[src/hdl/sdq_pkg.sv]
// Package for the sorted double-ended queue: command and status codes,
// the result record and shared widths. No dependencies.
`default_nettype none

package sdq_pkg;

  localparam int VAL_W = 32;
  localparam int CNT_W = 5;

  localparam logic [1:0] CMD_INSERT  = 2'd0;
  localparam logic [1:0] CMD_POP_MIN = 2'd1;
  localparam logic [1:0] CMD_POP_MAX = 2'd2;

  localparam logic [1:0] ST_OK    = 2'd0;
  localparam logic [1:0] ST_EMPTY = 2'd1;
  localparam logic [1:0] ST_FULL  = 2'd2;

  localparam logic [VAL_W-1:0] NO_VALUE = '1;

  typedef struct packed {
    logic [VAL_W-1:0] value;
    logic [1:0]       status;
    logic [CNT_W-1:0] count;
  } result_t;

endpackage

`default_nettype wire

[src/hdl/sdq_mem.sv]
// Entry store: one write port, one read port, registered read data.
// Depends on nothing.
`default_nettype none

module sdq_mem #(
  parameter int DEPTH = 16,
  parameter int AW    = 4,
  parameter int DW    = 32
) (
  input  wire logic          clk,
  input  wire logic          we,
  input  wire logic [AW-1:0] waddr,
  input  wire logic [DW-1:0] wdata,
  input  wire logic          re,
  input  wire logic [AW-1:0] raddr,
  output logic      [DW-1:0] rdata
);

  logic [DW-1:0] mem [DEPTH];

  always_ff @(posedge clk) begin
    if (we) begin
      mem[waddr] <= wdata;
    end
  end

  always_ff @(posedge clk) begin
    if (re) begin
      rdata <= mem[raddr];
    end
  end

endmodule

`default_nettype wire

[src/hdl/sdq_ctrl.sv]
// Sequencer for the sorted queue: circular window over the entry store,
// insert by shifting from the top down. Uses sdq_pkg.
`default_nettype none

module sdq_ctrl #(
  parameter int CAPACITY = 16,
  parameter int AW       = 4,
  parameter int CW       = 5
) (
  input  wire logic                           clk,
  input  wire logic                           rst_n,
  input  wire logic                           cmd_valid,
  output logic                                cmd_ready,
  input  wire logic [1:0]                     cmd_code,
  input  wire logic [sdq_pkg::VAL_W-1:0]      cmd_value,
  output logic                                res_valid,
  input  wire logic                           res_ready,
  output sdq_pkg::result_t                    res,
  output logic      [CW-1:0]                  held_cnt,
  output logic                                mem_we,
  output logic      [AW-1:0]                  mem_waddr,
  output logic      [sdq_pkg::VAL_W-1:0]      mem_wdata,
  output logic                                mem_re,
  output logic      [AW-1:0]                  mem_raddr,
  input  wire logic [sdq_pkg::VAL_W-1:0]      mem_rdata
);

  import sdq_pkg::*;

  localparam logic [2:0] S_IDLE = 3'd0;
  localparam logic [2:0] S_RD   = 3'd1;
  localparam logic [2:0] S_INS  = 3'd2;
  localparam logic [2:0] S_PUT  = 3'd3;
  localparam logic [2:0] S_DONE = 3'd4;

  logic [2:0]       state_r, state_nxt;
  logic [AW-1:0]    head_r,  head_nxt;
  logic [CW-1:0]    cnt_r,   cnt_nxt;
  logic [AW-1:0]    idx_r,   idx_nxt;
  logic [VAL_W-1:0] val_r,   val_nxt;
  result_t          res_r,   res_nxt;

  // logical slot -> physical address, window starts at head
  function automatic logic [AW-1:0] phys(input logic [AW-1:0] hd, input logic [AW-1:0] l);
    logic [AW:0] s;
    s = {1'b0, hd} + {1'b0, l};
    if (s >= (AW+1)'(CAPACITY)) begin
      s = s - (AW+1)'(CAPACITY);
    end
    return s[AW-1:0];
  endfunction

  logic [CW-1:0] cnt_inc, cnt_dec;
  logic [AW-1:0] top_idx;
  logic          keep_shift;

  assign cnt_inc    = cnt_r + CW'(1);
  assign cnt_dec    = cnt_r - CW'(1);
  assign top_idx    = AW'(cnt_dec);
  assign keep_shift = !($signed(mem_rdata) < $signed(val_r));

  always_comb begin
    state_nxt = state_r;
    head_nxt  = head_r;
    cnt_nxt   = cnt_r;
    idx_nxt   = idx_r;
    val_nxt   = val_r;
    res_nxt   = res_r;
    cmd_ready = 1'b0;
    res_valid = 1'b0;
    mem_we    = 1'b0;
    mem_waddr = phys(head_r, idx_r + AW'(1));
    mem_wdata = val_r;
    mem_re    = 1'b0;
    mem_raddr = phys(head_r, top_idx);

    case (state_r)
      S_IDLE: begin
        cmd_ready = 1'b1;
        if (cmd_valid) begin
          val_nxt = cmd_value;
          case (cmd_code)
            CMD_INSERT: begin
              if (cnt_r == CW'(CAPACITY)) begin
                res_nxt   = '{value: NO_VALUE, status: ST_FULL, count: CNT_W'(cnt_r)};
                state_nxt = S_DONE;
              end else if (cnt_r == '0) begin
                mem_we    = 1'b1;
                mem_waddr = head_r;
                mem_wdata = cmd_value;
                cnt_nxt   = cnt_inc;
                res_nxt   = '{value: NO_VALUE, status: ST_OK, count: CNT_W'(cnt_inc)};
                state_nxt = S_DONE;
              end else begin
                mem_re    = 1'b1;
                idx_nxt   = top_idx;
                state_nxt = S_INS;
              end
            end
            CMD_POP_MIN, CMD_POP_MAX: begin
              if (cnt_r == '0) begin
                res_nxt   = '{value: NO_VALUE, status: ST_EMPTY, count: CNT_W'(cnt_r)};
                state_nxt = S_DONE;
              end else begin
                mem_re  = 1'b1;
                cnt_nxt = cnt_dec;
                if (cmd_code == CMD_POP_MIN) begin
                  mem_raddr = head_r;
                  head_nxt  = phys(head_r, AW'(1));
                end
                state_nxt = S_RD;
              end
            end
            default: begin
              res_nxt   = '{value: NO_VALUE, status: ST_OK, count: CNT_W'(cnt_r)};
              state_nxt = S_DONE;
            end
          endcase
        end
      end
      S_RD: begin
        res_nxt   = '{value: mem_rdata, status: ST_OK, count: CNT_W'(cnt_r)};
        state_nxt = S_DONE;
      end
      S_INS: begin
        // write slot idx+1 while reading idx-1: addresses never coincide
        mem_we = 1'b1;
        if (keep_shift) begin
          mem_wdata = mem_rdata;
          if (idx_r == '0) begin
            state_nxt = S_PUT;
          end else begin
            mem_re    = 1'b1;
            mem_raddr = phys(head_r, idx_r - AW'(1));
            idx_nxt   = idx_r - AW'(1);
          end
        end else begin
          cnt_nxt   = cnt_inc;
          res_nxt   = '{value: NO_VALUE, status: ST_OK, count: CNT_W'(cnt_inc)};
          state_nxt = S_DONE;
        end
      end
      S_PUT: begin
        mem_we    = 1'b1;
        mem_waddr = head_r;
        cnt_nxt   = cnt_inc;
        res_nxt   = '{value: NO_VALUE, status: ST_OK, count: CNT_W'(cnt_inc)};
        state_nxt = S_DONE;
      end
      S_DONE: begin
        res_valid = 1'b1;
        if (res_ready) begin
          state_nxt = S_IDLE;
        end
      end
      default: begin
        state_nxt = S_IDLE;
      end
    endcase
  end

  always_ff @(posedge clk) begin
    if (!rst_n) begin
      state_r <= S_IDLE;
      head_r  <= '0;
      cnt_r   <= '0;
    end else begin
      state_r <= state_nxt;
      head_r  <= head_nxt;
      cnt_r   <= cnt_nxt;
    end
  end

  always_ff @(posedge clk) begin
    idx_r <= idx_nxt;
    val_r <= val_nxt;
    res_r <= res_nxt;
  end

  assign res      = res_r;
  assign held_cnt = cnt_r;

endmodule

`default_nettype wire

[src/hdl/sorted_double_ended_queue.sv]
// Top level of the sorted double-ended queue: sequencer, entry store and
// the output word register. Uses sdq_pkg, sdq_ctrl, sdq_mem.
`default_nettype none

// Channel | dir | tdata (low bit up)                  | tuser
// in_     | in  | value[31:0]                         | command[1:0]
// out_    | out | result_value[31:0], entry_count[36:32], zero pad | status[1:0]
//
// A pop reads one entry before hand-off; an insert into a non-empty store reads and shifts up
//   each held entry not below the new value; the entry store's single read port sets the pace.
// Empty pop, full insert, insert into an empty store and unknown commands
//   go straight from idle to hand-off.
// Reset clears the count and window pointer; entry contents need no clearing.
// A finished word waits in the output register while the next word is taken.
module sorted_double_ended_queue #(
  parameter int CAPACITY = 16
) (
  input  wire logic        clk,
  input  wire logic        rst_n,
  input  wire logic        in_tvalid,
  output logic             in_tready,
  input  wire logic [31:0] in_tdata,   // value[31:0]
  input  wire logic [1:0]  in_tuser,   // command[1:0]
  output logic             out_tvalid,
  input  wire logic        out_tready,
  output logic      [39:0] out_tdata,  // result_value[31:0], entry_count[36:32], zeros
  output logic      [1:0]  out_tuser   // status[1:0]
);

  import sdq_pkg::*;

  localparam int AW = $clog2(CAPACITY);
  localparam int CW = $clog2(CAPACITY + 1);

  logic             res_valid, res_ready;
  result_t          res;
  logic [CW-1:0]    held_cnt;
  logic             mem_we, mem_re;
  logic [AW-1:0]    mem_waddr, mem_raddr;
  logic [VAL_W-1:0] mem_wdata, mem_rdata;

  sdq_ctrl #(
    .CAPACITY (CAPACITY),
    .AW       (AW),
    .CW       (CW)
  ) u_ctrl (
    .clk       (clk),
    .rst_n     (rst_n),
    .cmd_valid (in_tvalid),
    .cmd_ready (in_tready),
    .cmd_code  (in_tuser),
    .cmd_value (in_tdata),
    .res_valid (res_valid),
    .res_ready (res_ready),
    .res       (res),
    .held_cnt  (held_cnt),
    .mem_we    (mem_we),
    .mem_waddr (mem_waddr),
    .mem_wdata (mem_wdata),
    .mem_re    (mem_re),
    .mem_raddr (mem_raddr),
    .mem_rdata (mem_rdata)
  );

  sdq_mem #(
    .DEPTH (CAPACITY),
    .AW    (AW),
    .DW    (VAL_W)
  ) u_mem (
    .clk   (clk),
    .we    (mem_we),
    .waddr (mem_waddr),
    .wdata (mem_wdata),
    .re    (mem_re),
    .raddr (mem_raddr),
    .rdata (mem_rdata)
  );

  // output word register
  logic    out_valid_r, out_valid_nxt;
  result_t out_res_r,   out_res_nxt;

  assign res_ready = !out_valid_r || out_tready;

  always_comb begin
    out_valid_nxt = out_valid_r;
    out_res_nxt   = out_res_r;
    if (res_valid && res_ready) begin
      out_valid_nxt = 1'b1;
      out_res_nxt   = res;
    end else if (out_tready) begin
      out_valid_nxt = 1'b0;
    end
  end

  always_ff @(posedge clk) begin
    if (!rst_n) begin
      out_valid_r <= 1'b0;
    end else begin
      out_valid_r <= out_valid_nxt;
    end
  end

  always_ff @(posedge clk) begin
    out_res_r <= out_res_nxt;
  end

  assign out_tvalid = out_valid_r;
  assign out_tdata  = {3'b000, out_res_r.count, out_res_r.value};
  assign out_tuser  = out_res_r.status;

`ifndef ASSERT_OFF
  a_cnt_bound: assert property (@(posedge clk) disable iff (!rst_n)
    held_cnt <= CW'(CAPACITY))
    else $error("held count above capacity");

  a_one_at_a_time: assert property (@(posedge clk) disable iff (!rst_n)
    (in_tvalid && in_tready) |=> !in_tready)
    else $error("second command taken while one is in progress");

  a_full_count: assert property (@(posedge clk) disable iff (!rst_n)
    (out_tvalid && out_tuser == ST_FULL) |-> out_tdata[36:32] == CNT_W'(CAPACITY))
    else $error("full status with count below capacity");

  a_empty_word: assert property (@(posedge clk) disable iff (!rst_n)
    (out_tvalid && out_tuser == ST_EMPTY) |->
      (out_tdata[36:32] == '0 && out_tdata[31:0] == NO_VALUE))
    else $error("empty status with non-empty word");
`endif

endmodule

`default_nettype wire

[config.mk]
export PLATFORM = sky130hd
export DESIGN_NAME = sorted_double_ended_queue
export DESIGN_NICKNAME = d
export VERILOG_FILES = /design/src/hdl/sdq_pkg.sv /design/src/hdl/sdq_mem.sv /design/src/hdl/sdq_ctrl.sv /design/src/hdl/sorted_double_ended_queue.sv
export SDC_FILE = /design/constraint.sdc
export NUM_CORES = 1
export LEC_CHECK = 0
export BUFFER_PORTS_ARGS = -buffer_cell sky130_fd_sc_hd__buf_2
export CORE_ASPECT_RATIO = 0.8
export CORE_MARGIN = 2
export CORE_UTILIZATION = 25
export DETAILED_ROUTE_END_ITERATION = 10
export PLACE_DENSITY = 0.37
export SLEW_MARGIN = 10
export SYNTH_ARGS = -nofsm -noshare
export SYNTH_HDL_FRONTEND = slang
export SYNTH_SLANG_ARGS = --single-unit
[constraint.sdc]
create_clock -name clk -period 13.85 [get_ports clk]
set_clock_uncertainty 0.15 [all_clocks]
set_input_delay 0.6925 -clock clk [delete_from_list [all_inputs] [get_ports clk]]
set_output_delay 0.6925 -clock clk [all_outputs]
set_load 0.02 [all_outputs]
* After elaboration in Yosys (flattened, before gate mapping) *
Memories as Yosys holds them, arrays and structs flattened. A register that Yosys moved wholly into a read port is not among the register bits.
Index checks and enable logic that the tools add are counted.

word-level totals
  memory bits (read-only) = 0
  RAM bits = 512
  output and inout bits = 44
  latch bits = 0
  logic and storage cells = 143
  input port bits = 38
  bits in registers = 127
  memories = 1

memory list
  memory     depth  bits a word  rd ports  clocked after Yosys merged registers in  write ports  line           RTL
  u_mem.mem  16     32           1         1                                        1            sdq_mem.sv:19  logic [DW-1:0] mem [DEPTH];

operators by class
  bitwise logic cells = 1
  divide/modulo/power cells = 0
  shift-type cells = 0
  $mul = 0
  mux-type cells = 70
  reduce and logical (&&, ||, !) cells = 20
  equality and inequality tests = 22
  add/subtract/negate cells = 12
  order comparisons = 5

operator list
  cell                                                      count
  2-to-1 mux 39 bit                                         5
  2-to-1 mux 32 bit                                         5
  one-hot mux 39 bit (4 select lines)                       1
  2-to-1 mux 4 bit                                          20
  one-hot mux 39 bit (2 select lines)                       1
  one-hot mux 32 bit (2 select lines)                       1
  less-than comparator 32 bit                               1
  2-to-1 mux 5 bit                                          5
  one-hot mux 4 bit (2 select lines)                        3
  2-to-1 mux 3 bit                                          7
  greater-or-equal comparator 5 bit, second input constant  4
  subtractor 4 x 1 -> 4 bit, second input constant          5
  adder 4 x 4 -> 5 bit                                      3
  2-to-1 mux 1 bit                                          15
  one-hot mux 5 bit (3 select lines)                        1
  != test 2 bit, second input constant                      7
  AND reduction 7 bit                                       2
  one-hot mux 3 bit (4 select lines)                        1
  one-hot mux 5 bit (2 select lines)                        1
  AND reduction 5 bit                                       2
  != test 3 bit, second input constant                      3
  == test 3 x 2 -> 1 bit, second input constant             2
  != test 3 x 2 -> 1 bit, second input constant             2
  one-hot mux 1 bit (2 select lines)                        3
  other kinds (27)                                          30

* Logic depth before layout (Yosys ltp) *
Gate-level depths: netlist (run 1).

  depth in word-level cells = 9
  depth in mapped cells = 15
  depth with buffers taken out = 12

* Modules after synthesis *
A second synthesis (run 1) with hierarchy kept.

unflattened totals
  cells, all modules = 1435
  area total of the unflattened synthesis = 27116.0 µm²

by module, submodules not included
  module                     seq. area each (µm²)  cells each  times used  area each (µm²)
  sdq_mem                    16335.7               838         1           20155.6
  sdq_ctrl                   2492.4                549         1           5705.5
  sorted_double_ended_queue  1191.1                48          1           1255.0

* Least setup slack after synthesis (run 1) *
Ideal clock, no wire load.

  path kind = flip-flop to flip-flop
  start point = register u_mem.rdata[29] (read register of u_mem.mem)
  end point = register u_ctrl.res_r (netlist bit u_ctrl.res[0]) (enable)
  buffers on the path = 1
  setup time = 0.484 ns
  arrival = 4.962 ns
  slack = 8.254 ns
  data required time = 13.216 ns
  period minus slack after synthesis = 5.596 ns
  cell stages (with the launch flop) = 10
  path through = edfxtp_1 > ha_1 > a21o_1 > a21o_1 > a221oi_2 > nand3_1 > o21ai_0 > a21oi_1 > clkbuf_1 > nor3_1

between the ends
  cells in the longest elaborated chain, start to end = 3

ends and longest elaborated chain
  what                                     line             RTL
  start: declaration                       sdq_mem.sv:16    output logic [DW-1:0] rdata
  less-than comparator 32 bit              sdq_ctrl.sv:60   assign keep_shift = !($signed(mem_rdata) < $signed(val_r));
  != test 2 x 1 -> 1 bit (no source line)  --
  AND reduction 5 bit (no source line)     --
  end signal: assignment                   sdq_ctrl.sv:177  res_r <= res_nxt;
  end: declaration                         sdq_ctrl.sv:41   result_t res_r, res_nxt;

No other way between the ends.
A chain may end at the register's enable or synchronous reset.

* Worst setup path in the final report (run 1) *
  start point = register u_mem.rdata[31] (read register of u_mem.mem)
  end point = register u_mem.rdata[15] (read register of u_mem.mem), data pin

between the ends
  cells in the longest elaborated chain, start to end = 3
  elaborated cells on any way between the ends = 5
  classes of those cells = 1 x order compare; 4 x mux

ends and longest elaborated chain
  what                                                                                             line             RTL
  less-than comparator 32 bit *                                                                    sdq_ctrl.sv:60
  2-to-1 mux 4 bit / 2-to-1 mux 1 bit (equally long branches)                                      sdq_ctrl.sv:128  if (keep_shift) begin
  one-hot mux 4 bit (2 select lines) / one-hot mux 1 bit (2 select lines) (equally long branches)  sdq_ctrl.sv:77   case (state_r)

Every way passes the cells marked *; elsewhere a longest branch is shown, timed or not.

==> impl_metrics.toml, run 1 <==
[power]
combPwrFrac = 0.267
ir_drop_uv = 183
p_sw_uw = 1870
p_int_uw = 4250
seqPwrFrac = 0.415
clock_power_share = 0.318
power_leakage_uw = 0.0102
cellPowerDensity_mw_per_mm2 = 194
netSwitchingFraction = 0.305

[floorplan]
die_w_um = 371
core_mm2 = 0.107
die_area_mm2 = 0.110
fp.dieH_um = 297
rows = 107
pin_count = 82
start_util = 0.253

[global_routing]
grt_pass1_vias = 14400
met3_usage = 0.0229
grt_pass1_wl_um = 108000
met2_usage = 0.218
grt.busiest_layer = "met2"
met1_usage = 0.197
gr-usage-all-layers = 0.139
grt_overflow = 0
grt_max_degree = 97
antenna_found_initial = 1

[cts]
cts_inserted_buffers = 74
cts_num_sinks = 671
cts_setup_buffers = 0
cts_tree = "done"
clk_pin_slew_worst_paths_ns = 0.06
h-tree-depth = 3
hold_buffers = 0
cts_buffer_depth = 3
clk-insertion-delay-late_ns = 0.64
root_buffer = "clkbuf_16"
post_cts_resized = 0

[finish]
drive_above_1_share = 0.238
postLayoutCoreUtil = 0.296
nets = 1635
syn_to_final_growth_pct = 17.3

[synthesis]
synth-edff-count = 658
synth_ff_type = "edfxtp_1"
synth_top_cell_by_area = "edfxtp_1"
yosysTopAreaCellShare = 0.734
synthTopCellsByArea = "edfxtp_1, mux4_2, ha_1"
ys_ff_latch = 671
yosysUniqueCellTypes = 59
postSynthCellCount = 1425
synth_seq_area_share = 0.744
syn_area_mm2 = 0.0269
yosysMostFrequentCell = "edfxtp_1"
avgSynthCellArea_um2 = 18.9
ys.warnings.count = 0
synth_common_cells = "edfxtp_1, mux4_2, inv_1"
synthArstFlopShare = 0

[placement]
hpwl_um = 40200
gp_congestion = 0.738
dp_slack_ns = 7.81
port_buffers = 78

[job]
max_cap_viol_count = 0

[worst_setup_path]
r2r_start = "u_mem.rdata[31]"
r2r_end = "u_mem.rdata[15]"
reg2regPathDepth = 13
crit_required_ns = 14.06
setup.worst_path.start = "u_mem.rdata[31]"
crit_type = "reg -> reg"
crit_fanout = 65
r2r_slack_ns = 8.01
startpoint_type = "flop"
worstPathArrival_ns = 6.05
endpoint_kind = "flop"

[timing]
maxSlewViolCount = 0
hold_violations = 0
worst_slack_ns = 8.01
relSlewSlack = 0.243
worst_pin_slew_ns = 1.13
finalCritPeriodShare = 0.422
finalSetupViolCount = 0
setup-tns-final_ns = 0
finalWorstPathRequiredPeriod_ns = 5.84
rsz0062_at_grt = "false"
max_freq_mhz = 171

[routing]
viasPerCell = 4.58
wire_per_inst_um = 25.3
first_pass_iters = 10
route.vias.total = 13800
ant_nets = 0
drtIter0Drc = 1102
drc = 0
drt_wl_total_um = 76200

[hold_path]
min_to = "u_ctrl.val_r[26]"
min_from = "in_tdata[26]"
hold_path_depth = 1
hp-class = "in -> reg"

[status]
outcome = "finished clean"
[per-layer routing]
layer / vias to the layer above / wire [um]
met4: 0 / 1770
met3: 94 / 3380
met5: - / 0
met2: 337 / 35300
met1: 7372 / 35800
li1: 6010 / -
[power groups by stage]
stage	Combinational (uW)	Sequential [uW]	Clock (uW)
after floorplan	1130	2560	0
after global placement	1680	2580	0
after detailed placement	1680	2580	0
after CTS	1690	2540	2010
after global routing	1800	2550	2090
final	1630	2540	1940
[flip-flops by register name, summed over array words and instances, names as in the netlist]
name	count
u_ctrl.val_r	32
u_ctrl.idx_r	4
u_ctrl.held_cnt	5
u_ctrl.state_r	3
out_tvalid	1
out_tdata	37
u_mem.mem	512
u_ctrl.res	39
u_ctrl.head_r	4
out_tuser	2
u_mem.rdata	32
[worst max-delay path, stage by stage (launching register included)]
cell and delay (ns):
edfxtp_1 0.44, ha_1 0.57, nand4_1 0.28, nor4_2 0.33, buf_4 0.21, a221oi_2 0.08, nand3_1 0.31, nor2_1 0.16
o311ai_2 0.42, buf_4 0.89, buf_4 0.94, mux4_2 0.41, a22oi_1 0.20, nand2_1 0.13
[worst max-delay path by stage]
stage	end	slack, ns	depth (start not counted)
floorplan	u_ctrl.res[0]	8.25	9
global placement	u_mem.rdata[15]	6.63	11
detailed placement	u_mem.rdata[15]	7.81	12
CTS	u_mem.rdata[15]	7.79	12
global route	u_mem.rdata[15]	7.49	13
finish	u_mem.rdata[15]	8.01	13
[cells in the final DEF (no fill, tap or decap), types with 8 or more instances in the layout]
cell type | Yosys | layout
nor2_1 | 51 | 30
clkbuf_1 | 35 | 12
nor2_4 | 0 | 21
clkinv_2 | 0 | 9
nand3_1 | 10 | 10
inv_1 | 77 | 77
xnor2_1 | 15 | 15
edfxtp_1 | 658 | 658
a22oi_1 | 67 | 67
ha_1 | 47 | 47
buf_2 | 16 | 78
a222oi_1 | 31 | 31
bufinv_16 | 0 | 8
nand2_1 | 63 | 61
o21ai_0 | 18 | 18
dfxtp_1 | 13 | 13
a21oi_1 | 30 | 29
mux4_2 | 128 | 128
buf_4 | 12 | 33
nand2b_1 | 39 | 39
clkinv_1 | 0 | 17
clkbuf_16 | 0 | 75
a21o_1 | 9 | 9
[metrics by stage]
stage | cell area (um^2) | std cells | hold slack [ns] | total power, uW
after floorplan | 26900 | 1427 | 0.250 | 3700
after global placement | 29200 | 2887 | 0.254 | 4250
after detailed placement | 29200 | 2888 | 0.255 | 4260
after CTS | 31600 | 3015 | 0.0571 | 6240
after global routing | 31600 | 3015 | 0.0723 | 6430
final | 31600 | 3016 | 0.0963 | 6110
[cell families after synthesis]
group / after synthesis / synth area share
XOR/XNOR: 22 / 0.00716
multiplexers: 137 / 0.111
other: 1 / 0.000139
flip-flops: 671 / 0.744
AND/OR/NAND/NOR: 208 / 0.0374
adder cells (fa/ha/maj): 50 / 0.0241
AO/OA/AOI/OAI: 190 / 0.0524
buffers and inverters: 146 / 0.0242
[cell type report]
type                    instances  area [um^2]
clock inverters                40          424
fillers                     10600        75000
multi-input cells             610         6460
inverters                      78          293
flip-flops and latches        671        20000
diodes                          1         2.50
well taps                    1417         1770
clock buffers                  87         1920
repair buffers                112          658
(Power assumes the default switching activity.)
==> inputs of run 2 (changes only) <==
Clock period 13.85 ns to 6.1 ns, I/O delays scaled along.
==> impl_metrics.toml, run 2 (synthesis results as in run 1) <==
[routing]
drt_wl_total_um = 79600
ant_nets = 0
drtIter0Drc = 1330
viasPerCell = 4.61
wire_per_inst_um = 25.9
first_pass_iters = 8
drc = 0
route.vias.total = 14100

[worst_setup_path]
worstPathArrival_ns = 5.41
crit_fanout = 36
critical_path.cell_chain = "ha_1 -> and4_1 -> a32oi_1 -> nand3_1 -> o21ai_0 -> a21oi_2 -> o211ai_4 -> buf_12 -> mux4_2 -> a22oi_1 -> nand2_1"
crit_type = "reg -> reg"
cpMaxStageDelayCell = "mux4_2"
startpoint_type = "flop"
slowest_delay_ns = 0.59
crit_family = "compound AO/OA/AOI/OAI gates"
crit_required_ns = 6.33
worst-path-buf-inv = 1
reg2regPathDepth = 11
cp.depth = 11
endpoint_kind = "flop"

[cts]
hold_buffers = 34
cts_tree = "done"
h-tree-depth = 3
clk_pin_slew_worst_paths_ns = 0.06
cts_num_sinks = 671
clk-insertion-delay-late_ns = 0.66
root_buffer = "clkbuf_16"
post_cts_resized = 0
cts_setup_buffers = 0
cts_inserted_buffers = 75
cts_buffer_depth = 3

[finish]
postLayoutCoreUtil = 0.302
largest_register = "u_mem.mem"
layout_commonest_cell = "edfxtp_1"
syn_to_final_growth_pct = 19.7
largest_reg_flops = 512
nets = 1682
fin_area_mm2 = 0.0322
antenna-diode-count = 0
layout_common_cells = "edfxtp_1, mux4_2, clkbuf_16, buf_2, inv_1"
drive_above_1_share = 0.240

[floorplan]
fp.dieH_um = 297
start_util = 0.253
rows = 107
die_w_um = 371
die_area_mm2 = 0.110
pin_count = 82
core_mm2 = 0.107

[power]
ir_drop_uv = 269
fin_total_pwr_uw = 14100
cellPowerDensity_mw_per_mm2 = 439
power_leakage_uw = 0.0105

[status]
outcome = "finished clean"

[timing]
finalCritPeriodShare = 0.849
setup-tns-final_ns = 0
rsz0062_at_grt = "false"
maxSlewViolCount = 0
max_freq_mhz = 193
relSlewSlack = 0.305
finalSetupViolCount = 0
hold_violations = 0
finalWorstPathRequiredPeriod_ns = 5.18
worst_pin_slew_ns = 1.04

[placement]
hpwl_um = 44600
place_area_mm2 = 0.0294
port_buffers = 78
gp_congestion = 0.746

[hold_path]
hp-class = "in -> reg"
hold_path_depth = 3

[global_routing]
antenna_found_initial = 2
grt_pass1_vias = 14900
grt_max_degree = 97
grt_overflow = 0
grt_pass1_wl_um = 114000
gr-usage-all-layers = 0.146

[job]
max_cap_viol_count = 0
-- run 2: cell type report --
cell class	count	area [um^2]
Tap cell	1417	1770
Sequential cell	671	20000
Clock inverter	40	399
Timing Repair Buffer	158	1240
Fill cell	10500	74400
Clock buffer	94	2010
Inverter	78	293
Multi-Input combinational cell	610	6470
-- run 2: layer usage --
metal / global-route usage / share of wire
met1: 0.215 / 0.49
met2: 0.221 / 0.45
met3: 0.0277 / 0.044
met4: 0.0355 / 0.019
met5: 0 / 0
-- run 2: final timing paths --
path / from / endpoint / slack, ns
hold reg to reg: u_ctrl.res[18] / out_tdata[11] / 0.27
setup reg to reg: u_mem.rdata[31] / u_mem.rdata[17] / 0.92
hold / removal: in_tvalid / u_ctrl.idx_r[1] / 0.17
setup / recovery: u_mem.rdata[31] / u_mem.rdata[17] / 0.92
-- run 2: worst reg2reg max path, delay by kind of cell, from the launching register on --
| family | cells | cell delay, ns |
|---|---|---|
| and+or+nand+nor | 3 | 0.82 |
| buffers and inverters | 1 | 0.37 |
| muxes | 1 | 0.67 |
| DFF | 1 | 0.46 |
| AOI/OAI and AO/OA | 5 | 1.90 |
| adders and majority gates | 1 | 0.53 |
-- run 2: per-stage QoR --
step	instances	hold WS (ns)	worst slack, ns
final	3068	0.165	0.921
after global routing	3068	0.179	0.522
after CTS	3068	0.116	0.883
after detailed placement	2900	0.255	0.947
after global placement	2899	0.250	0.0473
after floorplan	1427	0.250	0.504
-- run 2: report_power, final --
part / leakage [uW] / internal [uW] / total, uW / switching (uW)
Combinational: 0.00338 / 1540 / 3880 / 2340
Clock: 0.00118 / 2640 / 4520 / 1880
Sequential: 0.00594 / 5630 / 5750 / 119
Total: 0.0105 / 9800 / 14100 / 4340
==> inputs of run 3 (changes only) <==
Clock period 6.1 ns to 5 ns, I/O delays scaled along.
==> impl_metrics.toml, run 3 (synthesis results as in run 1) <==
[timing]
relSlewSlack = 0.275
hold_violations = 0
finalSetupViolCount = 0
worst_pin_slew_ns = 1.08
rsz0062_at_grt = "false"
max_freq_mhz = 212
holdWs_ns = 0.0689
finalCritPeriodShare = 0.943
maxSlewViolCount = 0
finalWorstPathRequiredPeriod_ns = 4.72

[finish]
nets = 1701
largest_reg_flops = 512
layout_commonest_cell = "edfxtp_1"
layout_common_cells = "edfxtp_1, mux4_2, buf_2"
largest_register = "u_mem.mem"
antenna-diode-count = 0
syn_to_final_growth_pct = 20.8
nFillCells = 10500
postLayoutCoreUtil = 0.305
drive_above_1_share = 0.249

[global_routing]
grt_max_degree = 54
grt_overflow = 0
gr-usage-all-layers = 0.140
grt_pass1_vias = 14500
antenna_found_initial = 2
grt_pass1_wl_um = 110000

[placement]
gp_congestion = 0.727
hpwl_um = 42600
port_buffers = 78

[routing]
viasPerCell = 4.57
wl_met3_um = 3300
wl_met2_um = 34900
wire_per_inst_um = 25.0
first_pass_iters = 7
drc = 0
drtIter0Drc = 1144
drt_wl_total_um = 77200
ant_nets = 0
drt-met1-wl_um = 37500
route.vias.total = 14100
top_layer_used = "met4"

[cts]
cts_inserted_buffers = 75
cts_tree = "done"
clk-insertion-delay-late_ns = 0.63
cts_buffer_depth = 3
cts_num_sinks = 671
root_buffer = "clkbuf_16"
clk_pin_slew_worst_paths_ns = 0.06
h-tree-depth = 3

[power]
ir_drop_uv = 297
power_leakage_uw = 0.0106
cellPowerDensity_mw_per_mm2 = 534

[worst_setup_path]
crit_fanout = 22
slowest_delay_ns = 0.61
startpoint_type = "flop"
critical_path.cell_chain = "ha_1 -> nand4_1 -> nor4_1 -> buf_4 -> a221oi_2 -> nand3_2 -> nor3_1 -> o21ai_0 -> o21ai_0 -> nand2_2 -> buf_4 -> a222oi_1 -> inv_2"
crit_required_ns = 5.16
crit_family = "compound AO/OA/AOI/OAI gates"
endpoint_kind = "flop"
cpMaxStageDelayCell = "a222oi_1"
worstPathArrival_ns = 4.88
worst-path-buf-inv = 3
crit_type = "reg -> reg"

[floorplan]
fp.dieH_um = 297
pin_count = 82
core_mm2 = 0.107
die_area_mm2 = 0.110
rows = 107
start_util = 0.253
die_w_um = 371

[status]
outcome = "finished clean"

[job]
max_cap_viol_count = 0

[hold_path]
hp-class = "in -> reg"
-- run 3: cell count changes in the layout (fill, tap and decap cells not counted), sizes merged --
cell	delta
clkbuf	+6
inv	+2
buf	+19
clkinvlp	+2
clkinv	-11
-- run 3: stage by stage --
step	cells	area (um^2)	total power (uW)	setup slack, ns	setup TNS, ns
floorplan	1427	26900	10200	0.449	0
global placement	2919	29800	12100	-0.0531	-0.844
detailed placement	2919	29800	12100	-0.0355	-0.561
CTS	3086	32500	17700	0.124	0
global route	3086	32500	18200	0.00381	0
finish	3086	32500	17400	0.284	0
-- run 3: report_power, final --
| group | leakage, uW | switching, uW | internal [uW] | total (uW) |
|---|---|---|---|---|
| sequential | 0.00594 | 151 | 6860 | 7010 |
| combinational | 0.00352 | 2880 | 2010 | 4890 |
| clock | 0.00116 | 2260 | 3200 | 5460 |
| total | 0.0106 | 5290 | 12100 | 17400 |
-- run 3: timing repair --
item	CTS	global route
resized for setup	1	1
setup buffers	0	0
hold buffers	34	0
endpoints found under the hold margin	45	0
pin swaps	0	1
setup endpoints to repair	16	16
-- run 3: per-layer routing --
| metal | up-vias | global-route usage |
|---|---|---|
| met2 | 321 | 0.213 |
| li1 | 6150 | - |
| met4 | 0 | 0.0326 |
| met5 | - | 0 |
| met3 | 89 | 0.0248 |
| met1 | 7546 | 0.207 |
-- run 3: worst register-to-register path, stage by stage (launching register included) --
cell and delay (ns):
edfxtp_1 0.52, ha_1 0.43, nand4_1 0.17, nor4_1 0.10, buf_4 0.18, a221oi_2 0.37
nand3_2 0.30, nor3_1 0.43, o21ai_0 0.29, o21ai_0 0.19, nand2_2 0.11, buf_4 0.28
a222oi_1 0.64, inv_2 0.25
-- run 3: layout make-up --
type | instances | area [um^2] | area share
clock buffers | 100 | 2010 | 0.0619
repair buffers | 177 | 1580 | 0.0486
inverters | 78 | 293 | 0.00900
clock inverters | 33 | 375 | 0.0115
multi-input cells | 610 | 6460 | 0.199
well taps | 1417 | 1770 | 0.0545
flip-flops and latches | 671 | 20000 | 0.616
-- run 3: path summary, 6_finish.rpt --
check / slack [ns] / startpoint / cells past startpoint / end
worst max-delay path: 0.28 / u_mem.rdata[31] / 13 / u_mem.mem[7][0]
worst min-delay path: 0.07 / in_tvalid / 3 / u_ctrl.idx_r[3]
worst max register to register: 0.28 / u_mem.rdata[31] / 13 / u_mem.mem[7][0]
worst min register to register: 0.26 / u_ctrl.res[0] / 0 / out_tdata[32]
